### src/hdl/esc2u8_pkg.sv
package esc2u8_pkg;

  typedef enum logic [1:0] {
    MODE_PLAIN = 2'd0,
    MODE_ESC   = 2'd1,
    MODE_HEX   = 2'd2
  } mode_t;

  localparam logic [7:0] CHAR_BACKSLASH = 8'h5C;
  localparam logic [7:0] CHAR_U         = 8'h75;
  localparam logic [7:0] CHAR_N         = 8'h6E;
  localparam logic [7:0] CHAR_R         = 8'h72;
  localparam logic [7:0] CHAR_LF        = 8'h0A;
  localparam logic [7:0] CHAR_CR        = 8'h0D;
  localparam int unsigned MAX_RESULTS   = 4;
  localparam int unsigned HEX_DIGITS    = 4;

  typedef logic [MAX_RESULTS-1:0][7:0] byte_arr_t;

  typedef struct packed {
    mode_t       mode;
    logic [15:0] accum;
    logic [2:0]  hex_count;
  } dec_state_t;

  typedef struct packed {
    byte_arr_t  bytes;
    logic [2:0] count;      // 0 to 4 results
    logic       byte_valid; // low only for the empty end marker
    dec_state_t next_state;
  } dec_result_t;

  typedef struct packed {
    byte_arr_t  bytes;
    logic [1:0] len;        // 1 to 3 bytes
  } utf8_t;

  typedef struct packed {
    logic       ok;
    logic [3:0] value;
  } hex_t;

  function automatic hex_t hex_decode(input logic [7:0] b);
    hex_t r;
    r.ok    = 1'b1;
    r.value = 4'd0;
    if (b >= 8'h30 && b <= 8'h39) begin
      r.value = 4'(b - 8'h30);
    end else if (b >= 8'h41 && b <= 8'h46) begin
      r.value = 4'(b - 8'h37);
    end else if (b >= 8'h61 && b <= 8'h66) begin
      r.value = 4'(b - 8'h57);
    end else begin
      r.ok = 1'b0;
    end
    return r;
  endfunction

  function automatic utf8_t utf8_encode(input logic [15:0] cp);
    utf8_t r;
    r.bytes = '0;
    if (cp <= 16'h007F) begin
      r.len      = 2'd1;
      r.bytes[0] = cp[7:0];
    end else if (cp <= 16'h07FF) begin
      r.len      = 2'd2;
      r.bytes[0] = {3'b110, cp[10:6]};
      r.bytes[1] = {2'b10, cp[5:0]};
    end else begin
      r.len      = 2'd3;
      r.bytes[0] = {4'b1110, cp[15:12]};
      r.bytes[1] = {2'b10, cp[11:6]};
      r.bytes[2] = {2'b10, cp[5:0]};
    end
    return r;
  endfunction

endpackage

### src/hdl/esc2u8_decode.sv
module esc2u8_decode
  import esc2u8_pkg::*;
(
  input  dec_state_t  state,
  input  logic [7:0]  in_byte,
  input  logic        string_end,
  output dec_result_t result
);

  hex_t       hex;
  utf8_t      enc_new;
  utf8_t      enc_cur;
  logic [15:0] accum_shift;
  logic [2:0]  count_inc;

  assign hex         = hex_decode(in_byte);
  assign accum_shift = {state.accum[11:0], hex.value};
  assign count_inc   = state.hex_count + 3'd1;
  assign enc_new     = utf8_encode(accum_shift);
  assign enc_cur     = utf8_encode(state.accum);

  always_comb begin
    result            = '0;
    result.byte_valid = 1'b1;
    result.next_state = state;
    unique case (state.mode)
      MODE_HEX: begin
        if (hex.ok) begin
          result.next_state.accum     = accum_shift;
          result.next_state.hex_count = count_inc;
          if (count_inc >= 3'(HEX_DIGITS)) begin
            result.bytes                = enc_new.bytes;
            result.count                = {1'b0, enc_new.len};
            result.next_state.mode      = MODE_PLAIN;
            result.next_state.hex_count = '0;
          end
        end else begin
          // A short run ends: the value so far, then the terminating byte raw.
          result.bytes              = enc_cur.bytes;
          result.bytes[enc_cur.len] = in_byte;
          result.count              = {1'b0, enc_cur.len} + 3'd1;
          result.next_state.mode      = MODE_PLAIN;
          result.next_state.hex_count = '0;
        end
      end
      MODE_ESC: begin
        result.next_state.mode = MODE_PLAIN;
        if (in_byte == CHAR_U) begin
          result.next_state.mode      = MODE_HEX;
          result.next_state.accum     = '0;
          result.next_state.hex_count = '0;
        end else if (in_byte == CHAR_N) begin
          result.bytes[0] = CHAR_LF;
          result.count    = 3'd1;
        end else if (in_byte == CHAR_R) begin
          result.bytes[0] = CHAR_CR;
          result.count    = 3'd1;
        end else begin
          result.bytes[0] = CHAR_BACKSLASH;
          result.bytes[1] = in_byte;
          result.count    = 3'd2;
        end
      end
      default: begin
        if (in_byte == CHAR_BACKSLASH) begin
          result.next_state.mode = MODE_ESC;
        end else begin
          result.next_state.mode = MODE_PLAIN;
          result.bytes[0]        = in_byte;
          result.count           = 3'd1;
        end
      end
    endcase

    if (string_end) begin
      if (result.count == 3'd0) begin
        result.bytes      = '0;
        result.count      = 3'd1;
        result.byte_valid = 1'b0;
      end
      result.next_state.mode      = MODE_PLAIN;
      result.next_state.accum     = '0;
      result.next_state.hex_count = '0;
    end
  end

endmodule

### src/hdl/escape_to_utf8_decoder_core.sv
// Backslash escape decoder producing a UTF-8 byte stream.
//
// The slave channel takes one raw byte per request (s_tdata), with s_tlast
// marking the final byte of a string. The master channel gives one decoded
// byte per request; m_tuser[0] is low only on the empty marker sent when the
// final byte of a string produces no data, m_tuser[1] marks the last result
// caused by one input byte, and m_tlast marks the last result of a string.
//
// An accepted byte sits in an input register and is decoded from there into
// a burst register of up to four result bytes once that register is free;
// the first result is offered straight from the burst register. The burst
// register drains one result per cycle while the receiver is ready and
// reloads in the same cycle its last result is taken.
// After a byte that causes several results, the next byte waits in the input
// register until the single output port has taken them all. Bytes that cause
// no result pass without using the output.
//
// Reset clears the escape state and both registers' valid flags. When the
// receiver stalls, the burst register holds, the input register fills and
// s_tready drops until room opens up.
module escape_to_utf8_decoder_core
  import esc2u8_pkg::*;
(
  input  logic       clk,
  input  logic       rst,
  input  logic       s_tvalid,
  output logic       s_tready,
  input  logic [7:0] s_tdata,   // [7:0] in_byte
  input  logic       s_tlast,   // string_end
  output logic       m_tvalid,
  input  logic       m_tready,
  output logic [7:0] m_tdata,   // [7:0] out_byte
  output logic [1:0] m_tuser,   // [0] byte_valid, [1] last_of_run
  output logic       m_tlast    // end_of_string
);

  logic        in_valid;
  logic [7:0]  in_byte;
  logic        in_last;

  dec_state_t  state;
  dec_result_t result;

  logic        burst_valid;
  byte_arr_t   burst_bytes;
  logic [1:0]  burst_last_idx;
  logic [1:0]  burst_idx;
  logic        burst_byte_valid;
  logic        burst_eos;

  logic        burst_at_end;
  logic        burst_free;
  logic        advance;

  esc2u8_decode u_decode (
    .state      (state),
    .in_byte    (in_byte),
    .string_end (in_last),
    .result     (result)
  );

  assign burst_at_end = (burst_idx == burst_last_idx);
  assign burst_free   = !burst_valid || (m_tready && burst_at_end);
  assign advance      = in_valid && ((result.count == 3'd0) || burst_free);
  assign s_tready     = !in_valid || advance;

  always_ff @(posedge clk) begin
    if (rst) begin
      in_valid <= 1'b0;
    end else if (s_tready) begin
      in_valid <= s_tvalid;
    end
  end

  always_ff @(posedge clk) begin
    if (s_tready && s_tvalid) begin
      in_byte <= s_tdata;
      in_last <= s_tlast;
    end
  end

  always_ff @(posedge clk) begin
    if (rst) begin
      state.mode      <= MODE_PLAIN;
      state.accum     <= '0;
      state.hex_count <= '0;
    end else if (advance) begin
      state <= result.next_state;
    end
  end

  always_ff @(posedge clk) begin
    if (rst) begin
      burst_valid <= 1'b0;
      burst_idx   <= '0;
    end else if (advance && result.count != 3'd0) begin
      burst_valid <= 1'b1;
      burst_idx   <= '0;
    end else if (burst_valid && m_tready) begin
      if (burst_at_end) begin
        burst_valid <= 1'b0;
      end
      burst_idx <= burst_idx + 2'd1;
    end
  end

  always_ff @(posedge clk) begin
    if (advance && result.count != 3'd0) begin
      burst_bytes      <= result.bytes;
      burst_last_idx   <= 2'(result.count - 3'd1);
      burst_byte_valid <= result.byte_valid;
      burst_eos        <= in_last;
    end
  end

  assign m_tvalid = burst_valid;
  assign m_tdata  = burst_bytes[burst_idx];
  assign m_tuser  = {burst_at_end, burst_byte_valid};
  assign m_tlast  = burst_eos && burst_at_end;

  a_idx_in_range: assert property (@(posedge clk) disable iff (rst)
    burst_valid |-> burst_idx <= burst_last_idx)
    else $error("burst index ran past the last result");

  a_reset_empty: assert property (@(posedge clk)
    rst |=> !m_tvalid && !in_valid)
    else $error("registers not empty after reset");

  a_end_is_run_end: assert property (@(posedge clk) disable iff (rst)
    m_tvalid && m_tlast |-> m_tuser[1])
    else $error("end of string not on the last result of its byte");

  a_empty_marker: assert property (@(posedge clk) disable iff (rst)
    m_tvalid && !m_tuser[0] |-> m_tlast && m_tdata == 8'h00)
    else $error("empty marker outside a string end");

  a_state_cleared: assert property (@(posedge clk) disable iff (rst)
    advance && in_last |=> state.mode == MODE_PLAIN && state.hex_count == 3'd0)
    else $error("decoder state not cleared after string end");

endmodule

### config.mk
export PLATFORM = sky130hd
export DESIGN_NAME = escape_to_utf8_decoder_core
export DESIGN_NICKNAME = d
export VERILOG_FILES = /design/src/hdl/esc2u8_pkg.sv /design/src/hdl/esc2u8_decode.sv /design/src/hdl/escape_to_utf8_decoder_core.sv
export SDC_FILE = /design/constraint.sdc
export NUM_CORES = 1
export LEC_CHECK = 0
export ABC_CLOCK_PERIOD_IN_PS = 8300
export BUFFER_PORTS_ARGS = -buffer_cell sky130_fd_sc_hd__buf_2
export CAP_MARGIN = 20
export CELL_PAD_IN_SITES_DETAIL_PLACEMENT = 1
export CELL_PAD_IN_SITES_GLOBAL_PLACEMENT = 2
export CORE_ASPECT_RATIO = 1.25
export CORE_MARGIN = 10
export CORE_UTILIZATION = 43
export CTS_CLUSTER_SIZE = 10
export DETAILED_ROUTE_END_ITERATION = 7
export PLACE_DENSITY = 0.86
export SLEW_MARGIN = 20
export SYNTH_ARGS = -nofsm -noshare
export SYNTH_HDL_FRONTEND = slang
export SYNTH_HIERARCHICAL = 1
export SYNTH_SLANG_ARGS = --single-unit
### constraint.sdc
create_clock -name clk -period 8.3 [get_ports clk]
set_clock_uncertainty 0.2 [all_clocks]
set_input_delay 0.415 -clock clk [delete_from_list [all_inputs] [get_ports clk]]
set_output_delay 0.415 -clock clk [all_outputs]
set_load 0.01 [all_outputs]
### Word level (Yosys, flattened, before mapping)

Index checks and enable logic that the tools add are counted.

* register bits after elaboration: 70
* input bits: 13
* output and inout bits: 13
* word-level logic and storage cells: 116

* $add $sub $neg: 7
* magnitude comparators: 14
* equality and inequality tests: 10
* mux-type cells: 44
* reductions and logical operators: 26

Operators with widths (count)
* two-way mux 16 bit: 6
* two-way mux 57 bit: 1
* two-way mux 8 bit: 6
* one-hot mux 19 bit (2 select lines): 1
* two-way mux 36 bit: 1
* two-way mux 35 bit: 1
* bitwise mux 32 bit: 1
* equality test 8 x 7 -> 1 bit (second input constant): 4
* <= comparator 16 x 11 -> 1 bit (second input constant): 2
* <= comparator 16 x 7 -> 1 bit (second input constant): 2
* two-way mux 10 bit: 3
* two-way mux 27 bit: 1
* two-way mux 11 bit: 2
* one-hot mux 11 bit (2 select lines): 1
* two-way mux 21 bit: 1
* two-way mux 19 bit: 1
* binary-select mux 8 bit (select 2 bit): 1
* demux 8 bit (select 2 bit): 1
* >= comparator 8 x 7 -> 1 bit (second input constant): 2
* <= comparator 8 x 7 -> 1 bit (second input constant): 2
* one-hot mux 8 bit (2 select lines): 1
* two-way mux 4 bit: 3
* logical AND 1 bit: 10
* >= comparator 8 x 6 -> 1 bit (second input constant): 1
* other kinds (28): 46

### Depth between registers and ports, before layout

Gate-level depths: netlist of run 1.

* depth in word-level cells: 20
* depth in mapped cells: 17
* mapped depth without buffers: 14

### Modules after synthesis

The synthesis of run 1 kept the hierarchy.

Modules (own cells, without submodules)
* escape_to_utf8_decoder_core: instances 1, cells an instance 183, area each 2782.7 um2
* esc2u8_decode: instances 1, cells an instance 325, area each 2100.8 um2

### Worst setup path after synthesis of run 1

No wires, ideal clock.

* path type: flip-flop to flip-flop
* start point: register in_byte[0]
* end point: register burst_byte_valid, enable pin
* setup time: 0.431 ns
* arrival: 4.175 ns
* setup slack: 3.494 ns
* cell stages (with the launch flop): 15
* period minus slack after synthesis: 4.806 ns
* cells stage by stage: edfxtp_1 > inv_1 > ha_1 > nor3b_4 > or4_4 > nand2_2 > buf_2 > nand2_1 > a21o_1 > a21oi_1 > inv_1 > ha_1 > nand2b_1 > nand2_1 > nor2_1

RTL lines
* start: declaration: line escape_to_utf8_decoder_core.sv:38 `logic [7:0] in_byte;`
* start signal: assignment: line escape_to_utf8_decoder_core.sv:77 `in_byte <= s_tdata;`
* end signal: assignment: line escape_to_utf8_decoder_core.sv:111 `burst_byte_valid <= result.byte_valid;`
* end: declaration: line escape_to_utf8_decoder_core.sv:48 `logic burst_byte_valid;`

==> results of run 1 <==
==> Yosys cell counts, drive strengths merged (3+ instances only) <==
cell / count
mux2i: 24
o22ai: 8
a221o: 3
a21oi: 27
nor4: 6
o211a: 3
clkbuf: 35
buf: 10
or4: 4
a211oi: 4
dfxtp: 25
nand3: 7
o31ai: 5
edfxtp: 45
nor2: 52
o211ai: 3
a31oi: 9
inv: 11
mux4: 8
and3: 5
nand4: 3
xnor2: 4
a22oi: 19
o2111ai: 3
o22a: 3
nand2: 27
a21o: 5
nand3b: 3
nor3: 15
a221oi: 3
o21ai: 30
ha: 8
and2: 9
nand2b: 49
==> placed cells by master (no fill, tap or decap), types with 7 or more instances in the layout <==
master                       n
sky130_fd_sc_hd__and2_1      8
sky130_fd_sc_hd__ha_1        8
sky130_fd_sc_hd__dfxtp_1    25
sky130_fd_sc_hd__inv_1      11
sky130_fd_sc_hd__nand2b_1   49
sky130_fd_sc_hd__a22oi_1    19
sky130_fd_sc_hd__mux2i_1    24
sky130_fd_sc_hd__nand2_1    26
sky130_fd_sc_hd__o21ai_0    27
sky130_fd_sc_hd__mux4_2      8
sky130_fd_sc_hd__edfxtp_1   45
sky130_fd_sc_hd__nand3_1     7
sky130_fd_sc_hd__buf_2      25
sky130_fd_sc_hd__nor2_1     50
sky130_fd_sc_hd__o22ai_1     8
sky130_fd_sc_hd__a21oi_1    27
sky130_fd_sc_hd__nor3_1     15
sky130_fd_sc_hd__clkbuf_16   9
sky130_fd_sc_hd__buf_4       8
sky130_fd_sc_hd__a31oi_1     7
==> area by class of cell <==
class | count | area share (%)
multi-input cells | 381 | 51.5
flip-flops and latches | 70 | 35.4
clock inverters | 5 | 0.982
inverters | 12 | 0.862
clock buffers | 11 | 4.45
well taps | 135 | 3.23
repair buffers | 33 | 3.54
==> registers in the layout, indices dropped and copies added, names as in the netlist <==
register	cells
burst_bytes	32
state	21
in_byte	8
burst_idx	2
burst_last_idx	2
burst_byte_valid	1
burst_eos	1
in_last	1
in_valid	1
m_tvalid	1
==> worst max-delay path by stage <==
stage,from,endpoint,cells past startpoint
floorplan,in_byte[0],burst_byte_valid,14
global placement,in_byte[1],state[20],14
detailed placement,in_byte[1],state[5],14
CTS,in_byte[1],state[5],14
global route,in_byte[1],state[18],14
finish,in_byte[1],state[5],14
==> where the power goes <==
group          internal, mW  switching (mW)
logic                0.0300          0.0428
registers             0.382          0.0139
clock network         0.231           0.144
==> per-stage QoR <==
stage,total power [mW],instances
finish,0.843,647
detailed placement,0.476,631
floorplan,0.453,508
global placement,0.473,630
global route,0.873,647
CTS,0.851,647
==> cell families after synthesis <==
family / synth area share, %
and+or+nand+nor: 21.6
DFF: 37.9
AOI/OAI and AO/OA: 21.4
muxes: 8.61
xor gates and xnor gates: 1.23
buffers and inverters: 7.17
adders and majority gates: 2.05
==> routing by layer <==
metal  GRT usage [%]  routed length [µm]  part of all wire, %
met1            24.8                6390                   40
met2            31.3                7770                   49
met3            3.85                1030                  6.5
met4            8.94                 603                  3.8
met5               0                   0                    0
==> flow_summary.toml, run 1 <==
[worst_hold_path]
min-delay-path-class = "in -> reg"
whs_path_depth = 1
worstHoldStart = "s_tdata[3]"
hold_path_end = "in_byte[3]"

[timing]
tightestPinTransition_ns = 0.968
final_hold_fails = 0
timing.final.ws_setup_ns = 3.58
hold-worst-slack_ns = 0.0507
fmax_ghz = 0.212
setup_violations = 0
timing.slew.headroom_pct = 35.5
final_max_slew_viol_count = 0
grt_setup_unrepaired = "no"
period_share_pct = 56.8
period_needed_ns = 4.72
final.setup.tns_ns = 0

[floorplanning]
floorplan.io_pins = 26
die_h_um = 139
floorplan.die_area_mm2 = 0.0160
core.rowCount = 43
coreArea_mm2 = 0.0111
die-width_um = 115
floorplan.initialDensity_pct = 44.1

[clocking]
cts.repair.resized = 0
cts_hold_buffers = 0
cts_tree = "yes"
ctsLongestPathBuffers = 2
clkTransAtPathRegs_ns = 0.05
clock_tree.root_cell = "sky130_fd_sc_hd__clkbuf_16"
cts.sinks = 70
cts.repair_timing.setup_buffer_count = 0
cts_max_level = 3
cts_buffers = 9
clk_latency_ns = 0.34

[global_route]
grt_start_max_net_pins = 47
global_route.usage.total_pct = 19.7
grt_pass1_wl_mm = 24.8
grt_pass1_vias = 4266
grt_antenna_before_repair = 0
global_route.overflow_total = 0

[synth]
synth_top_area_share_pct = 27.7
synth_cell_type_count = 83
synth-edff-count = 45
syn_area_mm2 = 0.00488
synth.avg_cell_area_um2 = 9.61
synth.ff_latch_count = 70
asyncSetResetFlopFracSynth_pct = 0
cells_taking_the_most_area_after_synthesis = "sky130_fd_sc_hd__edfxtp_1, sky130_fd_sc_hd__dfxtp_1, sky130_fd_sc_hd__nand2b_1"
yosysWarningCount = 6
gate_count_of_the_mapped_netlist = 508
synth_ff_type = "sky130_fd_sc_hd__edfxtp_1"
syn-num-nets = 529
yosysSeqAreaShare_pct = 37.9
netlist.top_cell.by_area = "sky130_fd_sc_hd__edfxtp_1"

[pwr]
static-leakage-power_nw = 1.91
p_per_area_mw_per_mm2 = 161
max-vdd-ir-drop_v = 0.0000964

[critical_path]
reg2reg_from = "in_byte[1]"
worstReg2RegEnd = "state[5]"
worst-setup-path-type = "reg -> reg"
critical_path_required_ns = 8.35
timing.critical_path.arrival_ns = 4.77
worstSetupEndpointType = "register"
crit_buf_inv = 2
cp_cell_sequence = "inv_1, ha_1, nor3b_4, o41ai_1, a31oi_4, o21ai_2, nand2_1, nand4_1, inv_1, ha_1, nand2b_1, a21boi_0, a31oi_4, mux2i_1"
critical_path.startpoint_type = "register"
critPathTopFamily = "compound AO/OA/AOI/OAI gates"
setup.reg_to_reg.worst_slack_ns = 3.58
r2r.worst_path.cells = 14
worstPathMaxFanout = 21
critical-path-slowest-cell = "sky130_fd_sc_hd__a31oi_4"
timing.critical_path.slowest_cell_delay_ns = 0.79

[flow_run]
maxCapViolations = 0

[detailed_routing]
routed_wl_mm = 15.8
wl_per_cell_um = 24.4
via_count = 4203
dr.first_iter.drc_count = 391
drt_pre_antenna_iters = 5
antenna_violating_nets_post_route = 0
vias_per_cell = 6.50
detail_route.drc_violations = 0

[place]
routabilityCongestion = 0.964
detailed_place.area_mm2 = 0.00494
half_perimeter_wire_length_of_the_detailed_placement_result_mm = 11.6
port_buffers = 25
placement.setup.worst_slack_ns = 3.66

[cells_and_area]
combined_area_of_the_multi_input_logic_cells_mm2 = 0.00269
filler_cell_count = 1266
register_area_mm2 = 0.00185
proportion_of_layout_cells_with_a_drive_suffix_above_1_pct = 16.4
finish.instance_area_mm2 = 0.00523
finalCoreUtilization_pct = 47.1
number_of_inserted_diodes = 0
nets = 528
flow.area_growth_from_synthesis_pct = 6.99

[status]
status = "complete, no violations"
No activity file was read; power rests on OpenSTA's default activity.
==> run 2: changes to the inputs <==
--- a/config.mk
+++ b/config.mk
@@ -5,17 +5,17 @@
 export SDC_FILE = /design/constraint.sdc
 export NUM_CORES = 1
 export LEC_CHECK = 0
-export ABC_CLOCK_PERIOD_IN_PS = 8300
+export ABC_CLOCK_PERIOD_IN_PS = 3960
 export BUFFER_PORTS_ARGS = -buffer_cell sky130_fd_sc_hd__buf_2
 export CAP_MARGIN = 20
 export CELL_PAD_IN_SITES_DETAIL_PLACEMENT = 1
 export CELL_PAD_IN_SITES_GLOBAL_PLACEMENT = 2
 export CORE_ASPECT_RATIO = 1.25
 export CORE_MARGIN = 10
-export CORE_UTILIZATION = 43
+export CORE_UTILIZATION = 36
 export CTS_CLUSTER_SIZE = 10
 export DETAILED_ROUTE_END_ITERATION = 7
-export PLACE_DENSITY = 0.86
+export PLACE_DENSITY = 0.77
 export SLEW_MARGIN = 20
 export SYNTH_ARGS = -nofsm -noshare
 export SYNTH_HDL_FRONTEND = slang
==> constraint.sdc (replaced) <==
create_clock -name clk -period 3.96 [get_ports clk]
set_clock_uncertainty 0.2 [all_clocks]
set_input_delay 0.198 -clock clk [delete_from_list [all_inputs] [get_ports clk]]
set_output_delay 0.198 -clock clk [all_outputs]
set_load 0.01 [all_outputs]
==> flow_summary.toml, run 2 (same netlist as run 1, synthesis figures left out) <==
[cells_and_area]
number_of_inserted_diodes = 0
reg_top3 = "burst_bytes: 32 flops, state: 21 flops, in_byte: 8 flops"
nets = 569
largest_reg_flops = 32
largest-register = "burst_bytes"
proportion_of_layout_cells_with_a_drive_suffix_above_1_pct = 21.2
flow.area_growth_from_synthesis_pct = 15.7
filler_cell_count = 1583
layout_commonest_cell = "sky130_fd_sc_hd__nor2_1"
mostFrequentLayoutCells = "sky130_fd_sc_hd__nor2_1, sky130_fd_sc_hd__nand2b_1, sky130_fd_sc_hd__edfxtp_1"

[clocking]
clk_latency_ns = 0.34
cts_tree = "yes"
cts_max_level = 3
cts.sinks = 70
ctsLongestPathBuffers = 2
cts_buffers = 9
clock_tree.root_cell = "sky130_fd_sc_hd__clkbuf_16"
clkTransAtPathRegs_ns = 0.06
cts.repair_timing.setup_buffer_count = 0

[critical_path]
cp_cell_sequence = "nand4bb_1, o21ai_0, a31oi_4, o21ai_2, nand2_1, nand4_1, inv_1, ha_1, nand2b_1, a21boi_0, a31oi_4, buf_12, mux2i_1"
critPathTopFamily = "compound AO/OA/AOI/OAI gates"
timing.critical_path.arrival_ns = 3.69
worst-setup-path-type = "reg -> reg"
critical_path_required_ns = 4.03
timing.critical_path.slowest_cell_delay_ns = 0.63
critical_path.startpoint_type = "register"
worstPathMaxFanout = 21
setup.reg_to_reg.worst_slack_ns = 0.34
crit_top_cell = "sky130_fd_sc_hd__a31oi_4"
worstSetupEndpointType = "register"
critical-path-slowest-cell = "sky130_fd_sc_hd__edfxtp_1"
crit_buf_inv = 2

[pwr]
static-leakage-power_nw = 2.13
total_power_mw = 1.81
share_seq_of_total_power_pct = 45.0
power.switching_mw = 0.431
p_per_area_mw_per_mm2 = 321
power.internal_mw = 1.38
power.share.combinational_pct = 10.2
pwr-share-clk_pct = 44.8
netSwitchingFraction_pct = 23.8
max-vdd-ir-drop_v = 0.000192

[place]
port_buffers = 25
half_perimeter_wire_length_of_the_detailed_placement_result_mm = 12.0
placement.setup.worst_slack_ns = 0.210
routabilityCongestion = 0.981

[global_route]
grt_pass1_wl_mm = 26.0
global_route.usage.total_pct = 17.9
grt_pass1_vias = 4552
global_route.overflow_total = 0
grt_antenna_before_repair = 0
grt_start_max_net_pins = 47

[detailed_routing]
via_count = 4288
detail_route.drc_violations = 0
drt_pre_antenna_iters = 4
wl_per_cell_um = 22.5
dr.first_iter.drc_count = 259
vias_per_cell = 5.92
routed_wl_mm = 16.3
antenna_violating_nets_post_route = 0

[timing]
period_share_pct = 91.4
final.setup.tns_ns = 0
final_max_slew_viol_count = 0
tightestPinTransition_ns = 0.795
period_needed_ns = 3.62
timing.final.ws_setup_ns = 0.339
final_hold_fails = 0
grt_setup_unrepaired = "no"
setup_violations = 0
fmax_ghz = 0.276
timing.slew.headroom_pct = 46.6

[floorplanning]
floorplan.die_area_mm2 = 0.0187
floorplan.initialDensity_pct = 36.7
coreArea_mm2 = 0.0133
die_h_um = 150
die-width_um = 124
core.rowCount = 47
floorplan.io_pins = 26

[worst_hold_path]
min-delay-path-class = "in -> reg"

[flow_run]
maxCapViolations = 0

[status]
status = "complete, no violations"
==> run 2: cell count changes in the layout (fill, tap and decap cells not counted), moves of 2 or more <==
cell	change
sky130_fd_sc_hd__buf_4	+29
sky130_fd_sc_hd__dlygate4sd3_1	+10
sky130_fd_sc_hd__buf_12	+2
sky130_fd_sc_hd__clkbuf_1	-2
sky130_fd_sc_hd__nor2_2	-2
==> run 2: stage by stage <==
| stage | area [µm²] | util [%] | hold WS [ns] | cells |
|---|---|---|---|---|
| 4_1_cts | 5640 | 42.5 | 0.118 | 724 |
| 6_report | 5650 | 42.5 | 0.132 | 724 |
| 5_1_grt | 5650 | 42.5 | 0.182 | 724 |
| 3_3_place_gp | 5240 | 39.4 | 0.174 | 697 |
| 3_5_place_dp | 5240 | 39.4 | 0.177 | 698 |
| 2_1_floorplan | 4890 | - | 0.0969 | 508 |
==> run 2: power groups by stage <==
stage	clock, mW	combinational [mW]	sequential [mW]
floorplan	0	0.125	0.825
global placement	0	0.173	0.830
detailed placement	0	0.175	0.832
CTS	0.835	0.184	0.817
global route	0.862	0.198	0.819
finish	0.812	0.184	0.816
==> run 2: path summary, 6_finish.rpt <==
check,start,endpoint,cells past startpoint
max reg2reg,in_byte[4],state[6],13
max,in_byte[4],state[6],13
min,m_tready,burst_idx[0],5
min reg2reg,state[1],state[1],2
==> run 2: layer usage <==
| metal | vias up | wire (µm) | GRT usage, % |
|---|---|---|---|
| met5 | - | 0 | 0 |
| met4 | 0 | 658 | 8.82 |
| met3 | 37 | 749 | 3.03 |
| met2 | 141 | 8120 | 29.9 |
| met1 | 2128 | 6750 | 21.7 |
| li1 | 1982 | - | - |
==> run 2: area by class of cell <==
cell class	count	area (µm²)	share of cell area (%)
repair buffers	74	543	9.61
multi-input cells	381	2700	47.7
well taps	171	214	3.79
clock buffers	10	239	4.23
inverters	12	45.0	0.797
flip-flops and latches	70	1850	32.8
clock inverters	6	61.3	1.09
==> run 2: worst register-to-register path, delay by kind of cell, from the launching register on <==
family	cells	cell delay, ns
compound gates	5	1.26
simple gates	4	0.76
flops	1	0.63
buf+inv	2	0.28
mux	1	0.22
fa+ha+maj	1	0.19
==> run 2: what timing repair did <==
| action | 4_1_cts | 5_1_grt |
|---|---|---|
| gates resized for setup | 0 | 1 |
| hold buffers | 10 | 0 |
| hold endpoints to repair | 10 | 0 |
| endpoints found under the setup margin | 0 | 46 |
==> run 3: changes to the inputs <==
--- a/config.mk
+++ b/config.mk
@@ -13,9 +13,11 @@
 export CORE_ASPECT_RATIO = 1.25
 export CORE_MARGIN = 10
 export CORE_UTILIZATION = 36
+export CTS_CLUSTER_DIAMETER = 100
 export CTS_CLUSTER_SIZE = 10
 export DETAILED_ROUTE_END_ITERATION = 7
 export PLACE_DENSITY = 0.77
+export RECOVER_POWER = 25
 export SLEW_MARGIN = 20
 export SYNTH_ARGS = -nofsm -noshare
 export SYNTH_HDL_FRONTEND = slang
==> flow_summary.toml, run 3 (same netlist as run 1, synthesis figures left out) <==
[pwr]
max-vdd-ir-drop_v = 0.000192
p_per_area_mw_per_mm2 = 321
static-leakage-power_nw = 2.08

[critical_path]
critical_path_required_ns = 3.98
timing.critical_path.slowest_cell_delay_ns = 0.65
worstPathMaxFanout = 21
cp_cell_sequence = "or3b_4, or4_4, nand2_2, clkbuf_1, nor3_1, nand2b_1, a21boi_0, a31oi_4, buf_12, mux2i_1"
worstSetupEndpointType = "register"
timing.critical_path.arrival_ns = 3.75
critPathTopFamily = "simple AND/OR/NAND/NOR gates"
critical-path-slowest-cell = "sky130_fd_sc_hd__clkbuf_1"
worst-setup-path-type = "reg -> reg"
setup.reg_to_reg.worst_slack_ns = 0.23
crit_buf_inv = 2
critical_path.startpoint_type = "register"

[cells_and_area]
proportion_of_layout_cells_with_a_drive_suffix_above_1_pct = 18.1
layout_commonest_cell = "sky130_fd_sc_hd__nor2_1"
largest-register = "burst_bytes"
instances_no_fill = 724
mostFrequentLayoutCells = "sky130_fd_sc_hd__nor2_1, sky130_fd_sc_hd__nand2b_1, sky130_fd_sc_hd__edfxtp_1"
number_of_inserted_diodes = 0
finalCoreUtilization_pct = 42.3
flow.area_growth_from_synthesis_pct = 15.1
nets = 569
largest_reg_flops = 32
reg_top3 = "burst_bytes: 32 flops, state: 21 flops, in_byte: 8 flops"

[floorplanning]
die-width_um = 124
floorplan.io_pins = 26
die_h_um = 150
floorplan.initialDensity_pct = 36.7
coreArea_mm2 = 0.0133
floorplan.die_area_mm2 = 0.0187
core.rowCount = 47

[detailed_routing]
dr.first_iter.drc_count = 260
met2_length_mm = 8.19
detail_route.drc_violations = 0
antenna_violating_nets_post_route = 0
wl_per_cell_um = 22.5
via_count = 4298
vias_per_cell = 5.94
drt_pre_antenna_iters = 5
route.top_layer_used = "met4"
route.layer.met1.wl_mm = 6.74
routed_wl_mm = 16.3
met3RoutedLength_um = 751

[timing]
tightestPinTransition_ns = 1.11
setup_violations = 0
final_hold_fails = 0
final.setup.tns_ns = 0
fmax_ghz = 0.268
timing.final.ws_setup_ns = 0.234
period_needed_ns = 3.73
hold-worst-slack_ns = 0.134
period_share_pct = 94.1
grt_setup_unrepaired = "no"
timing.slew.headroom_pct = 26.1
final_max_slew_viol_count = 0

[clocking]
cts_buffers = 9
cts.sinks = 70
cts_tree = "yes"
clock_tree.root_cell = "sky130_fd_sc_hd__clkbuf_16"
clkTransAtPathRegs_ns = 0.06
cts_max_level = 3
clk_latency_ns = 0.34
ctsLongestPathBuffers = 2

[place]
port_buffers = 25
half_perimeter_wire_length_of_the_detailed_placement_result_mm = 12.0
placement.setup.worst_slack_ns = 0.210
placed_cells_incl_taps = 698
routabilityCongestion = 0.981

[global_route]
grt_pass1_vias = 4552
grt_antenna_before_repair = 0
global_route.overflow_total = 0
global_route.usage.total_pct = 17.9
grt_pass1_wl_mm = 26.0
grt_start_max_net_pins = 47

[status]
status = "complete, no violations"

[worst_hold_path]
min-delay-path-class = "in -> reg"

[flow_run]
maxCapViolations = 0
[run 3: final cells by class]
cell class / count / area (µm²)
inverters: 12 / 45.0
fillers: 1587 / 7670
well taps: 171 / 214
clock buffers: 10 / 239
repair buffers: 74 / 520
clock inverters: 6 / 61.3
flip-flops and latches: 70 / 1850
multi-input cells: 381 / 2690
[run 3: routing by layer]
metal	vias to the layer above	track usage (%)
li1	1982	-
met5	-	0
met4	0	8.82
met1	2150	21.7
met2	134	29.9
met3	32	3.03
[run 3: worst min-delay path, cell delays in order]
cell,delay [ns]
sky130_fd_sc_hd__buf_2,0.13
sky130_fd_sc_hd__nand3b_1,0.09
sky130_fd_sc_hd__a41oi_1,0.04
sky130_fd_sc_hd__a21oi_1,0.11
sky130_fd_sc_hd__nor2_1,0.05
[run 3: power by group]
part	total (mW)	switching, mW	internal, mW
Combinational	0.181	0.105	0.0756
Sequential	0.816	0.0162	0.800
Clock	0.809	0.308	0.502
Total	1.81	0.429	1.38
[run 3: worst paths after layout]
check	end	depth (start not counted)	from
worst min-delay path	burst_idx[0]	5	m_tready
worst max-delay path	state[6]	10	in_byte[7]
worst min register to register	state[1]	2	state[1]
worst max register to register	state[6]	10	in_byte[7]
[run 3: metrics by stage]
stage	power [mW]	area (µm²)
finish	1.81	5620
global route	1.88	5620
CTS	1.84	5640
detailed placement	1.01	5240
global placement	1.00	5240
floorplan	0.949	4890
[run 3: timing repair]
action / 4_1_cts / 5_1_grt
gates resized for setup: 0 / 1
buffers inserted: 0 / 0
hold buffers: 10 / 0
setup endpoints to repair: 0 / 46
endpoints found under the hold margin: 10 / 0
